## src/hw/rtl/gefm_pkg.sv

```systemverilog
// Shared constants, types and CSR codes for the gradient energy focus measure.
`default_nettype none
package gefm_pkg;

   localparam int PIXEL_W = 8;
   localparam int SCORE_W = 41;
   localparam int CFG_W = 13;
   localparam int SQ_W = 2 * PIXEL_W;
   localparam int ADD_W = SQ_W + 1;

   localparam int MAX_WIDTH_DEF = 4096;
   localparam int MAX_HEIGHT_DEF = 4096;
   localparam int RESET_WIDTH = 640;
   localparam int RESET_HEIGHT = 480;

   localparam int CSR_IDX_W = 1;
   localparam logic [CSR_IDX_W-1:0] CSR_FRAME_WIDTH = 1'd0;
   localparam logic [CSR_IDX_W-1:0] CSR_FRAME_HEIGHT = 1'd1;

   // per-pixel flags carried from the scan stage to the accumulator
   typedef struct packed {
      logic h_en;
      logic v_en;
      logic last;
   } term_tag_type;

endpackage
`default_nettype wire

```

## src/hw/rtl/gefm_accum.sv

```systemverilog
// Squared differences, line store write-back, score accumulator and result register.
`default_nettype none
module gefm_accum #(
   parameter int COL_W = $clog2(gefm_pkg::MAX_WIDTH_DEF)
) (
   input  wire logic                        clock,
   input  wire logic                        reset,
   input  wire logic                        s1_valid,
   input  wire logic [COL_W-1:0]            s1_addr,
   input  wire logic [gefm_pkg::PIXEL_W-1:0] s1_pixel,
   input  wire logic [gefm_pkg::PIXEL_W-1:0] s1_left,
   input  wire gefm_pkg::term_tag_type      s1_tag,
   input  wire logic [gefm_pkg::PIXEL_W-1:0] above,
   output logic                             wr_en,
   output logic      [COL_W-1:0]            wr_addr,
   output logic      [gefm_pkg::PIXEL_W-1:0] wr_data,
   output logic                             result_busy,
   output logic                             rsp_valid,
   input  wire logic                        rsp_stall,
   output logic      [gefm_pkg::SCORE_W-1:0] rsp_focus_score
);
   import gefm_pkg::*;

   logic [PIXEL_W-1:0] dh;
   logic [PIXEL_W-1:0] dv;
   logic [SQ_W-1:0]    sqh;
   logic [SQ_W-1:0]    sqv;
   logic [ADD_W-1:0]   add_in;
   logic [ADD_W-1:0]   add_ff;
   logic               s2_valid_ff;
   logic               s2_last_ff;
   logic [SCORE_W-1:0] sum_ff;
   logic [SCORE_W-1:0] sum_next;
   logic               rsp_valid_ff;
   logic [SCORE_W-1:0] rsp_score_ff;

   assign dh = (s1_pixel >= s1_left) ? (s1_pixel - s1_left) : (s1_left - s1_pixel);
   assign dv = (s1_pixel >= above) ? (s1_pixel - above) : (above - s1_pixel);
   assign sqh = SQ_W'(dh) * SQ_W'(dh);
   assign sqv = SQ_W'(dv) * SQ_W'(dv);
   assign add_in = (s1_tag.h_en ? ADD_W'(sqh) : '0) + (s1_tag.v_en ? ADD_W'(sqv) : '0);

   assign wr_en = s1_valid;
   assign wr_addr = s1_addr;
   assign wr_data = s1_pixel;

   assign sum_next = sum_ff + SCORE_W'(add_ff);

   always_ff @(posedge clock) begin
      add_ff <= add_in;
   end

   always_ff @(posedge clock) begin
      if (reset) begin
         s2_valid_ff <= 1'b0;
         s2_last_ff <= 1'b0;
         sum_ff <= '0;
         rsp_valid_ff <= 1'b0;
      end else begin
         s2_valid_ff <= s1_valid;
         s2_last_ff <= s1_valid && s1_tag.last;
         if (s2_valid_ff && s2_last_ff) begin
            rsp_valid_ff <= 1'b1;
         end else if (!rsp_stall) begin
            rsp_valid_ff <= 1'b0;
         end
         if (s2_valid_ff) begin
            if (s2_last_ff) begin
               sum_ff <= '0;
            end else begin
               sum_ff <= sum_next;
            end
         end
      end
   end

   always_ff @(posedge clock) begin
      if (s2_valid_ff && s2_last_ff) begin
         rsp_score_ff <= sum_next;
      end
   end

   assign result_busy = s2_last_ff || rsp_valid_ff;
   assign rsp_valid = rsp_valid_ff;
   assign rsp_focus_score = rsp_score_ff;

endmodule
`default_nettype wire

```

## config.mk

```make
export PLATFORM = sky130hd
export DESIGN_NAME = gefm_accum
export DESIGN_NICKNAME = d
export VERILOG_FILES = /design/src/hw/rtl/gefm_pkg.sv /design/src/hw/rtl/gefm_accum.sv
export SDC_FILE = /design/constraint.sdc
export NUM_CORES = 1
export LEC_CHECK = 0
export BUFFER_PORTS_ARGS = -buffer_cell sky130_fd_sc_hd__buf_2
export CORE_ASPECT_RATIO = 1.2
export CORE_MARGIN = 10
export CORE_UTILIZATION = 40
export CTS_BUF_LIST = sky130_fd_sc_hd__clkbuf_4 sky130_fd_sc_hd__clkbuf_8
export DETAILED_ROUTE_END_ITERATION = 12
export PLACE_DENSITY = 0.69
export SETUP_SLACK_MARGIN = 0.05
export SLEW_MARGIN = 20
export SYNTH_ARGS = -nofsm -noshare
export SYNTH_HDL_FRONTEND = slang
export SYNTH_SLANG_ARGS = --single-unit
```

## constraint.sdc

```tcl
create_clock -name clock -period 15.8 [get_ports clock]
set_input_delay 1.58 -clock clock [delete_from_list [all_inputs] [get_ports clock]]
set_output_delay 1.58 -clock clock [all_outputs]
set_load 0.02 [all_outputs]
```

==> results_dict.tcl, run 1 <==
set metrics [dict create \
    max_freq_mhz 110.7 \
    synth-edff-count 41 \
    reg2reg_slack_ns 12.54 \
    startpoint_type "input pin" \
    synth_cell_types 78 \
    antenna_found_initial 1 \
    period_needed_ns 9.031 \
    multiInputGateArea_sq_um 6947 \
    postSynthCellCount 1160 \
    worstPathArrival_ns 9.34 \
    avgSynthCellArea_sq_um 8.811 \
    worst_slack_ns 6.769 \
    grt_pass1_vias 8316 \
    worstReg2RegStart "add_ff[0]$_DFF_P_" \
    overflow 0 \
    yosys_warnings 0 \
    outcome "finished clean" \
    met2_usage 0.2476 \
    ys_async_sr_fraction 0 \
    cts_resized 0 \
    grt.total_usage 0.1357 \
    dpl.cell_count 1519 \
    final-setup-viol-count 0 \
    clock_latency_ns 0.38 \
    gp_congestion 0.8850 \
    placementRows 64 \
    drt_first_iter_violations 333 \
    synth_nets 1379 \
    synth-main-ff-cell "dfxtp_1" \
    grt_max_degree 57 \
    routed_via_density 5.306 \
    num-fill-cells 2522 \
    dr.pass1.iters 5 \
    die_area_sq_um 32370 \
    netlist_area_sq_um 10220 \
    cts_buffers 9 \
    numClockSinks 102 \
    worstPathRequired_ns 16.11 \
    start_util 0.4039 \
    critical_path_class "input pin to flip-flop" \
    vias 8150 \
    yosysSeqAreaShare 0.2399 \
    drv_slew 0 \
    syn_to_final_growth_pct 7.676 \
    use_met1 0.1572 \
    maxSlewHeadroom 0.3565 \
    end_kind "flip-flop" \
    finalClockSkew_ns 0.008087 \
    reg2reg_to "rsp_focus_score[22]$_DFFE_PP_" \
    core_area_sq_um 25300 \
    grt_setup_unrepaired "no" \
    postCtsHoldBufs 0 \
    hold_class "flip-flop to flip-flop" \
    nets 1419 \
    critical-path-max-stage-delay_ns 0.83 \
    worst_path_max_delay_cell "a2111oi_0" \
    die_y_um 195.1 \
    tns_ns 0 \
    period_share 0.5716 \
    drc 0 \
    wl_per_cell_um 14.49 \
    met3_usage 0.02712 \
    finalHoldViolCount 0 \
    crit_start "s1_pixel[0]" \
    r2r_cells 9 \
    pin_count 107 \
    postCtsSetupBuffers 0 \
    place_worst_setup_slack_ns 6.379 \
    h-tree-depth 3 \
    numPortBuffers 82 \
    worstMarginPinSlew_ns 0.9384 \
    synth_seq_cells 102 \
    clock-root-buffer "clkbuf_8" \
    crit_fanout 8 \
    stdcell_count 1536 \
    maxCapViolations 0 \
    placed_area_sq_um 10770 \
    stdcell_area_sq_um 11010 \
    endpoint "add_ff[15]$_DFF_P_" \
    wirelength_um 22260 \
    cts_tree "yes" \
    regArea_sq_um 2452 \
    grt_pass1_wl_um 38340 \
    clockBufferDepth 2 \
    ant_nets 0 \
    place_hpwl_um 17940 \
    drive_gt1_frac 0.1162 \
    clk_pin_slew_ns 0.09 \
    fp.dieW_um 165.9 \
    grt_busiest_layer "met2" \
    cp_common_cell "inv_1" \
]
==> per-layer routing <==
metal	wire [um]	up-vias
met1	9481	3825
li1	-	4114
met2	11280	182
met4	403	0
met5	0	-
met3	1093	29
==> registers in the layout (all words and copies together) (netlist names) <==
register	flops
rsp_focus_score	41
sum_ff	41
add_ff	17
rsp_valid	1
s2_last_ff	1
s2_valid_ff	1
==> synthesized netlist by cell type (29+ instances only) <==
master,count,area share
xnor2_1,59,0.051
nand2_1,60,0.022
nor3_1,32,0.016
fa_1,54,0.11
o21ai_0,31,0.015
ha_1,122,0.15
nor2_1,107,0.039
clkbuf_1,30,0.011
dfxtp_1,61,0.12
edfxtp_1,41,0.12
xor2_1,29,0.025
a21oi_1,67,0.033
inv_1,136,0.050
==> through the flow <==
stage                     hold WS (ns)  utilization
after global routing            0.4957       0.4348
after CTS                       0.4800       0.4348
after floorplan                 0.4448            -
final                           0.4779       0.4349
after detailed placement        0.4667       0.4255
after global placement          0.4541       0.4255
==> layout make-up <==
cell class                 instances  share of cell area
clock inverter                     7             0.01023
clock buffer                       9             0.01126
multi-input combinational        863              0.6312
sequential                       102              0.2228
antenna                            1           0.0002274
timing repair buffer              85             0.03934
inverter                         139             0.04741
tap                              330             0.03752
==> cell families (layout without fill, tap and decap cells) <==
logic type / after synthesis / count (layout) / synth area share
and+or+nand+nor: 336 / 336 / 0.1617
DFF: 102 / 102 / 0.2399
buffers and inverters: 195 / 240 / 0.08043
muxes: 13 / 13 / 0.01298
AOI/OAI and AO/OA: 248 / 248 / 0.1713
xor gates and xnor gates: 90 / 90 / 0.07859
other: 0 / 1 / 0
adders and majority gates: 176 / 176 / 0.2551
==> how the worst min path moves through the flow <==
stage	start	endpoint	slack [ns]	cells after the start
2_1_floorplan	sum_ff[0]$_SDFFE_PP0P_	sum_ff[0]$_SDFFE_PP0P_	0.44	2
3_3_place_gp	sum_ff[0]$_SDFFE_PP0P_	sum_ff[0]$_SDFFE_PP0P_	0.45	2
3_5_place_dp	sum_ff[0]$_SDFFE_PP0P_	sum_ff[0]$_SDFFE_PP0P_	0.47	2
4_1_cts	sum_ff[0]$_SDFFE_PP0P_	sum_ff[0]$_SDFFE_PP0P_	0.48	2
5_1_grt	sum_ff[0]$_SDFFE_PP0P_	sum_ff[0]$_SDFFE_PP0P_	0.50	2
6_report	sum_ff[0]$_SDFFE_PP0P_	sum_ff[0]$_SDFFE_PP0P_	0.48	2
==> cells in the final DEF, fill, tap and decap left out, types with 11 or more instances in the layout <==
cell / n
inv_1: 136
edfxtp_1: 41
nor2_1: 107
nand2b_1: 18
a21oi_1: 67
a31oi_1: 22
a21o_1: 20
nor3_1: 32
xor2_1: 29
a22oi_1: 12
nand3_1: 24
nand2_1: 60
xnor2_1: 59
buf_2: 82
and3_1: 17
o21ai_0: 31
or2_2: 21
nand4_1: 13
mux2i_1: 11
fa_1: 54
dfxtp_1: 61
ha_1: 122
==> critical path, delay by kind of cell <==
family,cells,cell delay [ns]
multiplexers,1,0.18
XOR/XNOR,4,1.03
AO/OA/AOI/OAI,9,2.53
buffers and inverters,7,0.66
adder cells (fa/ha/maj),8,2.89
AND/OR/NAND/NOR,2,0.46
Power of run 1 is not shown: default switching activity piles up to over one toggle a cycle in this logic, so the estimate is an artifact.
==> run 2: changes to the inputs <==
--- a/config.mk
+++ b/config.mk
@@ -11,7 +11,7 @@
 export CORE_UTILIZATION = 40
 export CTS_BUF_LIST = sky130_fd_sc_hd__clkbuf_4 sky130_fd_sc_hd__clkbuf_8
 export DETAILED_ROUTE_END_ITERATION = 12
-export PLACE_DENSITY = 0.69
+export PLACE_DENSITY = 0.71
 export SETUP_SLACK_MARGIN = 0.05
 export SLEW_MARGIN = 20
 export SYNTH_ARGS = -nofsm -noshare
==> constraint.sdc (replaced) <==
create_clock -name clock -period 7.3 [get_ports clock]
set_input_delay 0.73 -clock clock [delete_from_list [all_inputs] [get_ports clock]]
set_output_delay 0.73 -clock clock [all_outputs]
set_load 0.02 [all_outputs]
==> run 2 against run 1 <==
Effect of this change:
- core utilization is 6.3 points higher
- hold slack worse by 0.0020 ns
- design area is 15% higher
- die area stayed put
- critical path type unchanged
==> results_dict.tcl, run 2 (synthesis results as in run 1) <==
set metrics [dict create \
    pin_count 107 \
    crit_fanout 4 \
    grt.total_usage 0.1451 \
    r2r_cells 9 \
    drv_slew 0 \
    worst_slack_ns 0.2384 \
    multiInputGateArea_sq_um 7465 \
    worstPathArrival_ns 7.37 \
    grt_pass1_vias 9011 \
    vias 8843 \
    ant_nets 0 \
    clock-root-buffer "clkbuf_8" \
    tns_ns 0 \
    place_hpwl_um 19260 \
    grt_pass1_wl_um 41210 \
    syn_to_final_growth_pct 23.30 \
    regArea_sq_um 2452 \
    maxSlewHeadroom 0.3326 \
    hold_class "flip-flop to flip-flop" \
    num-fill-cells 2378 \
    final_common_cell "buf_4" \
    critical_path_class "input pin to flip-flop" \
    clock_latency_ns 0.37 \
    final_cell_mix "buf_4, inv_1, ha_1, nor2_1, buf_2" \
    clk_pin_slew_ns 0.09 \
    worst_path_max_delay_cell "fa_1" \
    wl_per_cell_um 14.48 \
    worstMarginPinSlew_ns 1.001 \
    gp_congestion 0.8751 \
    finalHoldViolCount 0 \
    fp.dieW_um 165.9 \
    die_area_sq_um 32370 \
    dr.pass1.iters 5 \
    cts_tree "yes" \
    drc 0 \
    placementRows 64 \
    antenna_found_initial 1 \
    overflow 0 \
    routed_via_density 5.251 \
    maxCapViolations 0 \
    critical-path-max-stage-delay_ns 0.55 \
    place_worst_setup_slack_ns -0.4133 \
    worstPathRequired_ns 7.61 \
    end_kind "flip-flop" \
    h-tree-depth 3 \
    min_path_cells 2 \
    finalClockSkew_ns 0.009955 \
    placed_area_sq_um 11870 \
    outcome "finished clean" \
    period_share 0.9673 \
    core_area_sq_um 25300 \
    nets 1567 \
    startpoint_type "input pin" \
    postCtsHoldBufs 0 \
    clockBufferDepth 2 \
    cts_buffers 9 \
    grt_max_degree 57 \
    wirelength_um 24390 \
    max_freq_mhz 141.6 \
    start_util 0.4039 \
    final-setup-viol-count 0 \
    die_y_um 195.1 \
    drt_first_iter_violations 362 \
    drive_gt1_frac 0.2676 \
    stdcell_area_sq_um 12600 \
    period_needed_ns 7.062 \
    numClockSinks 102 \
    numPortBuffers 82 \
]
[run 2: layer usage]
metal	share of wire	track usage	up-vias
li1	-	-	4400
met1	0.41	0.1632	4210
met2	0.52	0.2689	186
met3	0.042	0.02531	47
met4	0.027	0.04928	0
met5	0	0	-
[run 2: critical path: cells and delay by family]
| family | cells | cell delay, ns |
|---|---|---|
| XOR/XNOR | 3 | 0.45 |
| adder cells (fa/ha/maj) | 8 | 3.10 |
| AND/OR/NAND/NOR | 3 | 0.69 |
| buffers and inverters | 8 | 0.66 |
| AO/OA/AOI/OAI | 9 | 1.71 |
[run 2: cell type report]
cell class                      instances  share of cell area
Sequential cell                       102              0.1946
Clock buffer                           12             0.01162
Inverter                              139             0.04160
Antenna cell                            1           0.0001986
Tap cell                              330             0.03276
Multi-Input combinational cell        863              0.5923
Clock inverter                          4            0.003773
Timing Repair Buffer                  233              0.1231
[run 2: path summary, 6_finish.rpt]
path / start / to / slack, ns
worst max-delay path: s1_pixel[0] / add_ff[15]$_DFF_P_ / 0.24
worst min-delay path: rsp_valid$_SDFFE_PP0P_ / rsp_valid$_SDFFE_PP0P_ / 0.48
worst max register to register: add_ff[0]$_DFF_P_ / rsp_focus_score[22]$_DFFE_PP_ / 4.03
worst min register to register: rsp_valid$_SDFFE_PP0P_ / rsp_valid$_SDFFE_PP0P_ / 0.48
[run 2: per-stage QoR]
stage | util | hold slack, ns | cells
2_1_floorplan | - | 0.4448 | 1160
6_report | 0.4980 | 0.4759 | 1684
3_5_place_dp | 0.4691 | 0.4695 | 1651
4_1_cts | 0.4772 | 0.4824 | 1667
3_3_place_gp | 0.4691 | 0.4539 | 1651
5_1_grt | 0.4979 | 0.5117 | 1683
[run 2: repair_timing]
action,CTS,global route
resized for setup,2,85
setup endpoints to repair,2,6
setup buffers,0,16
endpoints found under the hold margin,0,0
cloned,0,0
pin swaps,0,75
Power of run 2 is left out for the same reason.
