--- config.mk ---
export PLATFORM = sky130hd
export DESIGN_NAME = gefm_scan
export DESIGN_NICKNAME = d
export VERILOG_FILES = /design/src/hw/rtl/gefm_pkg.sv /design/src/hw/rtl/gefm_scan.sv
export SDC_FILE = /design/constraint.sdc
export NUM_CORES = 1
export LEC_CHECK = 0
export BUFFER_PORTS_ARGS = -buffer_cell sky130_fd_sc_hd__buf_2
export CORE_UTILIZATION = 51
export DETAILED_ROUTE_END_ITERATION = 8
export GPL_TIMING_DRIVEN = 0
export PLACE_DENSITY = 0.79
export SYNTH_ARGS = -nofsm -noshare
export SYNTH_HDL_FRONTEND = slang
export SYNTH_SLANG_ARGS = --single-unit
export TNS_END_PERCENT = 30
--- constraint.sdc ---
create_clock -name clock -period 2.3 [get_ports clock]
set_clock_uncertainty 0.1 [all_clocks]
set_input_delay 0.115 -clock clock [delete_from_list [all_inputs] [get_ports clock]]
set_output_delay 0.115 -clock clock [all_outputs]
set_load 0.01 [all_outputs]
--- src/hw/rtl/gefm_pkg.sv ---
// Shared constants, types and CSR codes for the gradient energy focus measure.
`default_nettype none
package gefm_pkg;

   localparam int PIXEL_W = 8;
   localparam int SCORE_W = 41;
   localparam int CFG_W = 13;
   localparam int SQ_W = 2 * PIXEL_W;
   localparam int ADD_W = SQ_W + 1;

   localparam int MAX_WIDTH_DEF = 4096;
   localparam int MAX_HEIGHT_DEF = 4096;
   localparam int RESET_WIDTH = 640;
   localparam int RESET_HEIGHT = 480;

   localparam int CSR_IDX_W = 1;
   localparam logic [CSR_IDX_W-1:0] CSR_FRAME_WIDTH = 1'd0;
   localparam logic [CSR_IDX_W-1:0] CSR_FRAME_HEIGHT = 1'd1;

   // per-pixel flags carried from the scan stage to the accumulator
   typedef struct packed {
      logic h_en;
      logic v_en;
      logic last;
   } term_tag_type;

endpackage
`default_nettype wire

--- src/hw/rtl/gefm_scan.sv ---
// Raster position counters, frame size registers, line store read and input stall.
`default_nettype none
module gefm_scan #(
   parameter int MAX_WIDTH = gefm_pkg::MAX_WIDTH_DEF,
   parameter int MAX_HEIGHT = gefm_pkg::MAX_HEIGHT_DEF,
   parameter int COL_W = $clog2(MAX_WIDTH),
   parameter int ROW_W = $clog2(MAX_HEIGHT)
) (
   input  wire logic                          clock,
   input  wire logic                          reset,
   input  wire logic                          csr_write,
   input  wire logic [gefm_pkg::CSR_IDX_W-1:0] csr_index,
   input  wire logic [gefm_pkg::CFG_W-1:0]     csr_wdata,
   input  wire logic                          req_valid,
   output logic                               req_stall,
   input  wire logic [gefm_pkg::PIXEL_W-1:0]   req_pixel,
   input  wire logic                          result_busy,
   output logic                               rd_en,
   output logic      [COL_W-1:0]              rd_addr,
   output logic                               s1_valid,
   output logic      [COL_W-1:0]              s1_addr,
   output logic      [gefm_pkg::PIXEL_W-1:0]   s1_pixel,
   output logic      [gefm_pkg::PIXEL_W-1:0]   s1_left,
   output gefm_pkg::term_tag_type             s1_tag
);
   import gefm_pkg::*;

   // last index in use for a requested size, with the size clamped to [2, maxv]
   function automatic int clamp_last(input int v, input int maxv);
      int r;
      if (v < 2) begin
         r = 1;
      end else if (v > maxv) begin
         r = maxv - 1;
      end else begin
         r = v - 1;
      end
      return r;
   endfunction

   logic [COL_W-1:0]   wlast_ff, wlast_in;
   logic [ROW_W-1:0]   hlast_ff, hlast_in;
   logic [COL_W-1:0]   col_ff, col_in;
   logic [ROW_W-1:0]   row_ff, row_in;
   logic [PIXEL_W-1:0] left_ff;
   logic               s1_valid_ff;
   logic [COL_W-1:0]   s1_addr_ff;
   logic [PIXEL_W-1:0] s1_pixel_ff;
   logic [PIXEL_W-1:0] s1_left_ff;
   term_tag_type       s1_tag_ff;
   logic               last_col;
   logic               last_row;
   logic               frame_last;
   logic               accept;

   assign last_col = (col_ff >= wlast_ff);
   assign last_row = (row_ff >= hlast_ff);
   assign frame_last = last_col && last_row;
   // one result in flight at most: the closing pixel waits for the previous score
   assign req_stall = frame_last && (result_busy || (s1_valid_ff && s1_tag_ff.last));
   assign accept = req_valid && !req_stall;

   always_comb begin
      wlast_in = wlast_ff;
      hlast_in = hlast_ff;
      if (csr_write) begin
         case (csr_index)
            CSR_FRAME_WIDTH: begin
               wlast_in = COL_W'(clamp_last(int'(csr_wdata), MAX_WIDTH));
            end
            CSR_FRAME_HEIGHT: begin
               hlast_in = ROW_W'(clamp_last(int'(csr_wdata), MAX_HEIGHT));
            end
            default: begin
               wlast_in = wlast_ff;
            end
         endcase
      end
   end

   always_comb begin
      col_in = col_ff;
      row_in = row_ff;
      if (accept) begin
         if (!last_col) begin
            col_in = col_ff + COL_W'(1);
         end else begin
            col_in = '0;
            if (!last_row) begin
               row_in = row_ff + ROW_W'(1);
            end else begin
               row_in = '0;
            end
         end
      end
   end

   always_ff @(posedge clock) begin
      if (reset) begin
         wlast_ff <= COL_W'(clamp_last(RESET_WIDTH, MAX_WIDTH));
         hlast_ff <= ROW_W'(clamp_last(RESET_HEIGHT, MAX_HEIGHT));
         col_ff <= '0;
         row_ff <= '0;
         left_ff <= '0;
         s1_valid_ff <= 1'b0;
      end else begin
         wlast_ff <= wlast_in;
         hlast_ff <= hlast_in;
         col_ff <= col_in;
         row_ff <= row_in;
         s1_valid_ff <= accept;
         if (accept) begin
            left_ff <= req_pixel;
         end
      end
   end

   always_ff @(posedge clock) begin
      if (accept) begin
         s1_addr_ff <= col_ff;
         s1_pixel_ff <= req_pixel;
         s1_left_ff <= left_ff;
         s1_tag_ff.h_en <= (col_ff != '0) && !last_row;
         s1_tag_ff.v_en <= (row_ff != '0) && !last_col;
         s1_tag_ff.last <= frame_last;
      end
   end

   assign rd_en = accept;
   assign rd_addr = col_ff;
   assign s1_valid = s1_valid_ff;
   assign s1_addr = s1_addr_ff;
   assign s1_pixel = s1_pixel_ff;
   assign s1_left = s1_left_ff;
   assign s1_tag = s1_tag_ff;

endmodule
`default_nettype wire

==> metrics.txt, run 1 <==
outcome finished, violations left; violated checks negative setup slack; crit-path max FO 7; Setup CP Type reg2out; Tmin final 2550 ps; # rows 34; Synth top area share 0.249; post-synthesis xor/xnor area fraction 0.0172; Pins Over Slew Limit 0; Worst EP required 2090 ps; Die Y 96.8 um; vias post-DR 4,327; largest net degree at the start of global routing 21; DRC viols 0; total CTS buffers 9; Fin. Hold Viols 0; Cell Area, Synth 4580 um^2; Synth Area in Compound Gates 0.191; worst-margin pin slew 842 ps; CTS tree built; GPL Wtd Cong 0.891; Critical Path AT 2330 ps; final core occ 0.697; Iteration-0 DRC Markers 306; Pwr Total 3.39 mW; combinational power share 0.158; Yosys cell types 67; ys async rst share 0; # setup viols final 65; RSZ-0062 raised after global routing true; Worst-Skew Late Latency 390 ps; n_diodes 0; Core Area 8720 um^2; clock sink count 88; syn_nets 532; count leader, synth dfxtp_1; Crit Reg-Reg Startpoint row_ff[2]; adder-cell share of the synthesized area 0.0791; worst path cell trace ha_1, nor3_2, o21bai_1, a31o_2, o21a_4, a21boi_4, buf_12, buf_6; Net Sw Power 1.01 mW; root buffer cell clkbuf_8; Total GRT Usage 0.259; nets 653; mux cell area share after synthesis 0.0420; Post-synth EDFFs 31; MaxCap Viol Count 0; most frequent cells after synthesis dfxtp_1, nand2_1, inv_1, o21ai_0, a21oi_1; first-pass GRT wire length 19,300 um; Synth Area in Simple Gates 0.169; Routed WL 13,300 um; PnR worst setup slack -245 ps; clock buffer depth 2; post-synthesis sequential area ratio 0.452; top post-synthesis cells by area dfxtp_1, edfxtp_1, ha_1; area leader, netlist dfxtp_1; Layout area overhead 32.5%; vias in the first global route 4,059; Clock power frac 0.323; Pwr Density 558 nW/um^2; CP max stage delay 410 ps; sw frac 0.299; HP Class in2reg; Yosys warning count 0; Worst setup SP type flop; fin crit share 1.11; Die X 96.8 um; antenna viol nets, final 0; P_leak 2.53 nW; Worst Min Path Start csr_write; Initial Utilization 0.526; Int Power 2.37 mW; #FFs+latches synth 88; Placed Area 5090 um^2; Port Buffers 69; largest family of logic cells by synthesized area compound AO/OA/AOI/OAI gates; TNS Setup -7290 ps; detailed placer's ending HPWL 7890 um; share of cells above drive strength 1 0.362; Sequential Power Share 0.519; die area 9370 um^2; Clk pin slew, worst setup/hold paths 110 ps; grt ovf 0; IO Count 73; DR pass1 iterations 5; Slowest-stage cell, CP dfxtp_2; maximum vdd drop 0.332 mV; initial antenna violation count 0; relative slew slack 0.436; Syn Inst Count 476; CP Capture Type primary output; Primary FF master, synth dfxtp_1; FMAX 0.393 GHz; mean area per synthesized cell 9.63 um^2; design area 6070 um^2; Vias/cell 6.09; wire per inst 18.7 um; CP Launch Point row_ff[2]; H-tree depth 3; Post-Place Worst Slack -268 ps
[flip-flops by register name (all words and copies together) (netlist names)]
register,count
hlast_ff,12
wlast_ff,12
s1_valid,1
s1_pixel,8
s1_addr,12
rd_addr,12
left_ff,8
s1_tag,3
row_ff,12
s1_left,8
[layout make-up]
class	instances	area [um^2]
fill	602	2650
multi-input combinational	332	2580
sequential	88	2130
timing repair buffer	110	761
buffer	23	139
tap	108	135
inverter	33	126
clock buffer	9	124
clock inverter	7	73.8
[stage by stage]
stage,hold slack [ps],cells
2_1_floorplan,114,476
3_3_place_gp,207,653
3_5_place_dp,209,653
4_1_cts,45.3,694
5_1_grt,99.6,710
6_report,55.2,710
[cell usage in the layout (no fill, tap or decap), drive strengths merged, types with 16 or more instances in the layout]
| cell type | Yosys | routed |
|---|---|---|
| ha | 29 | 29 |
| nand2 | 52 | 52 |
| dfxtp | 57 | 57 |
| clkbuf | 16 | 26 |
| edfxtp | 31 | 31 |
| a21oi | 33 | 33 |
| buf | 7 | 107 |
| o21ai | 35 | 35 |
| inv | 33 | 37 |
| o211ai | 16 | 16 |
| mux2i | 17 | 17 |
| nor2 | 28 | 28 |
[power groups by stage]
stage,clock network (mW),logic [mW],registers [mW]
6_report,1.10,0.535,1.76
5_1_grt,1.16,0.580,1.77
4_1_cts,1.08,0.464,1.75
3_5_place_dp,0,0.385,1.79
3_3_place_gp,0,0.364,1.79
2_1_floorplan,0,0.230,1.80
[kinds of logic after synthesis]
group                    Yosys count
AO/OA/AOI/OAI                    125
XOR/XNOR                           9
adder cells (fa/ha/maj)           29
buffers and inverters             56
flip-flops                        88
multiplexers                      19
AND/OR/NAND/NOR                  150
[worst max-delay path: cells and delay by family, from the launching register on]
family | cells | cell delay (ps)
fa+ha+maj | 1 | 260
simple gates | 1 | 180
compound gates | 4 | 860
buf+inv | 2 | 230
flops | 1 | 410
[path summary, 6_finish.rpt]
check / slack, ps / endpoint / cells past startpoint
max: -250 / rd_en / 8
min: 60 / hlast_ff[3] / 4
max reg2reg: -240 / rd_addr[9] / 8
min reg2reg: 340 / s1_left[6] / 0
[repair_timing]
item	4_1_cts	5_1_grt
endpoints found under the hold margin	17	0
hold buffers	9	0
resized for setup	58	53
setup endpoints to repair	65	66
gates cloned	2	2
setup buffers	14	15
pin swaps	17	21
[routing by layer]
layer,up-vias,global-route usage,part of all wire
met5,-,0,0
met4,0,0.154,0.049
met3,59,0.0564,0.082
met2,285,0.440,0.50
met1,2002,0.298,0.37
li1,1981,-,-
(Power assumes the default switching activity.)
==> inputs of run 2 (changes only) <==
- CORE_UTILIZATION: 51 -> 57
- PLACE_DENSITY: 0.79 -> 0.83
- clock period: 2.3 -> 2.5 ns (I/O delays scaled with it)
==> run 2 against run 1 <==
  * The flow still finishes with violations (negative setup slack)
  * First-iteration DRC count up 19%
  * Sequential power down 8%
  * Highest routed layer unchanged
  * Critical path type is now reg2reg
  * Via count down 0.86%
  * Register-to-register slack better by 70 ps
  * Core utilization up 6.0 points
==> metrics.txt, run 2 (same netlist as run 1, synthesis figures left out) <==
outcome finished, violations left (unchanged); violated checks negative setup slack (unchanged); Tmin final 2670 ps; Total GRT Usage 0.291 (was 0.259); Initial Utilization 0.590 (was 0.526); Worst EP required 2660 ps (was 2090 ps); clock buffer depth 2 (unchanged); RR Endpoint left_ff[6] (was rd_addr[9]); RSZ-0062 raised after global routing true (unchanged); CP max stage delay 370 ps (was 410 ps); critical path endpoint left_ff[6] (was rd_en); share of cells above drive strength 1 0.328 (was 0.362); H-tree depth 3 (unchanged); worst path cell trace ha_4, nor4_4, o21ai_1, a31o_2, o21a_4, a21boi_4, buf_4, buf_16, mux2i_1 (was ha_1, nor3_2, o21bai_1, a31o_2, o21a_4, a21boi_4, buf_12, buf_6); IO Count 73 (unchanged); HP Class in2reg (unchanged); # rows 32 (was 34); MaxCap Viol Count 0 (unchanged); crit-path max FO 20 (was 7); initial antenna violation count 0 (unchanged); most common cell after layout, fill and taps aside buf_2 (unchanged); Clk pin slew, worst setup/hold paths 100 ps (was 110 ps); CTS tree built (unchanged); clock sink count 88 (unchanged); most frequent cells in the layout buf_2, nand2_1, o21ai_0, dfxtp_1, edfxtp_1 (was buf_2, nand2_1, edfxtp_1); DR pass1 iterations 5 (unchanged); nets 643 (was 653); root buffer cell clkbuf_8 (unchanged); fin crit share 1.07; Routed WL 13,000 um (was 13,300 um); Critical Path AT 2820 ps (was 2330 ps); DRC viols 0 (unchanged); Pins Over Slew Limit 0 (unchanged); FMAX 0.375 GHz; Worst Reg-to-Reg Cells 9 (was 8); vias in the first global route 4,006 (was 4,059); CP Launch Point row_ff[1] (was row_ff[2]); Port Buffers 69 (unchanged); first-pass GRT wire length 19,000 um (was 19,300 um); final core occ 0.757 (was 0.697); Die Y 91.7 um (was 96.8 um); Setup CP Type reg2reg (was reg2out); vias post-DR 4,290 (was 4,327); Slowest-stage cell, CP dfxtp_2 (unchanged); Pwr Density 527 nW/um^2 (was 558 nW/um^2); design area 5880 um^2 (was 6070 um^2); Iteration-0 DRC Markers 365 (was 306); maximum vdd drop 0.377 mV (was 0.332 mV); Worst-Skew Late Latency 370 ps (was 390 ps); Vias/cell 6.18 (was 6.09); die area 8410 um^2 (was 9370 um^2); Fin. Hold Viols 0 (unchanged); Crit Reg-Reg Startpoint row_ff[1] (was row_ff[2]); CP Capture Type flop (was primary output); # setup viols final 32 (was 65); PnR worst setup slack -168 ps (was -245 ps); wire per inst 18.8 um (was 18.7 um); antenna viol nets, final 0 (unchanged); GPL Wtd Cong 0.861 (was 0.891); P_leak 2.47 nW (was 2.53 nW); detailed placer's ending HPWL 7670 um (was 7890 um); TNS Setup -1100 ps (was -7290 ps); relative slew slack 0.546 (was 0.436); Layout area overhead 28.2% (was 32.5%); worst-margin pin slew 677 ps (was 842 ps); n_diodes 0 (unchanged); hold slack 22.5 ps (was 55.2 ps); Core Area 7770 um^2 (was 8720 um^2); grt ovf 0 (unchanged); FF-to-FF setup slack -170 ps (was -240 ps); Placed Area 5070 um^2 (was 5090 um^2); total CTS buffers 9 (unchanged); Worst setup SP type flop (unchanged); Pwr Total 3.10 mW (was 3.39 mW); Die X 91.7 um (was 96.8 um); largest net degree at the start of global routing 21 (unchanged)
-- run 2: where the power goes --
part | total [mW] | leakage, nW | internal, mW | switching [mW]
Combinational | 0.449 | 1.57 | 0.201 | 0.249
Clock | 1.03 | 0.103 | 0.475 | 0.553
Sequential | 1.62 | 0.792 | 1.57 | 0.0552
-- run 2: through the flow --
stage          std cells  setup WS, ps
6_report             694          -168
5_1_grt              694          -200
4_1_cts              680         -8.74
3_5_place_dp         647          -193
3_3_place_gp         647          -156
2_1_floorplan        476          11.8
-- run 2: layout make-up --
| class | count | area [um^2] |
|---|---|---|
| repair buffers | 100 | 653 |
| clock inverters | 7 | 80.1 |
| flip-flops and latches | 88 | 2110 |
| inverters | 33 | 126 |
| plain buffers | 23 | 126 |
| well taps | 102 | 128 |
| multi-input cells | 332 | 2530 |
| clock buffers | 9 | 124 |
| fillers | 473 | 1890 |
-- run 2: worst min-delay path by stage --
stage                 startpoint           end  slack [ps]  cells past startpoint
finish                 csr_index  wlast_ff[10]          20                      4
global route           csr_index   wlast_ff[8]          40                      4
CTS                    csr_index   wlast_ff[8]          10                      4
detailed placement  req_pixel[4]   s1_pixel[4]         220                      1
global placement    req_pixel[5]   s1_pixel[5]         220                      1
floorplan           req_pixel[0]   s1_pixel[0]         120                      0
-- run 2: worst max-delay path, delay by kind of cell (launching register included) --
family                     cells  cell delay [ps]
AOI/OAI and AO/OA              4              890
buffers and inverters          2              390
DFF                            1              370
muxes                          1              340
and+or+nand+nor                1              280
adders and majority gates      1              170
-- run 2: per-layer routing --
layer	global-route usage	vias to the layer above	share of wire
met5	0	-	0
met4	0.153	0	0.038
met3	0.0556	52	0.073
met2	0.509	279	0.50
met1	0.338	2002	0.39
li1	-	1957	-
-- run 2: what timing repair did --
item                                    in CTS  in global routing
endpoints found under the setup margin      64                 64
pin swaps                                    8                 24
buffers inserted                             7                 14
cloned                                       2                  0
hold buffers                                 8                  0
gates resized for setup                     31                 51
hold endpoints to repair                    16                  0
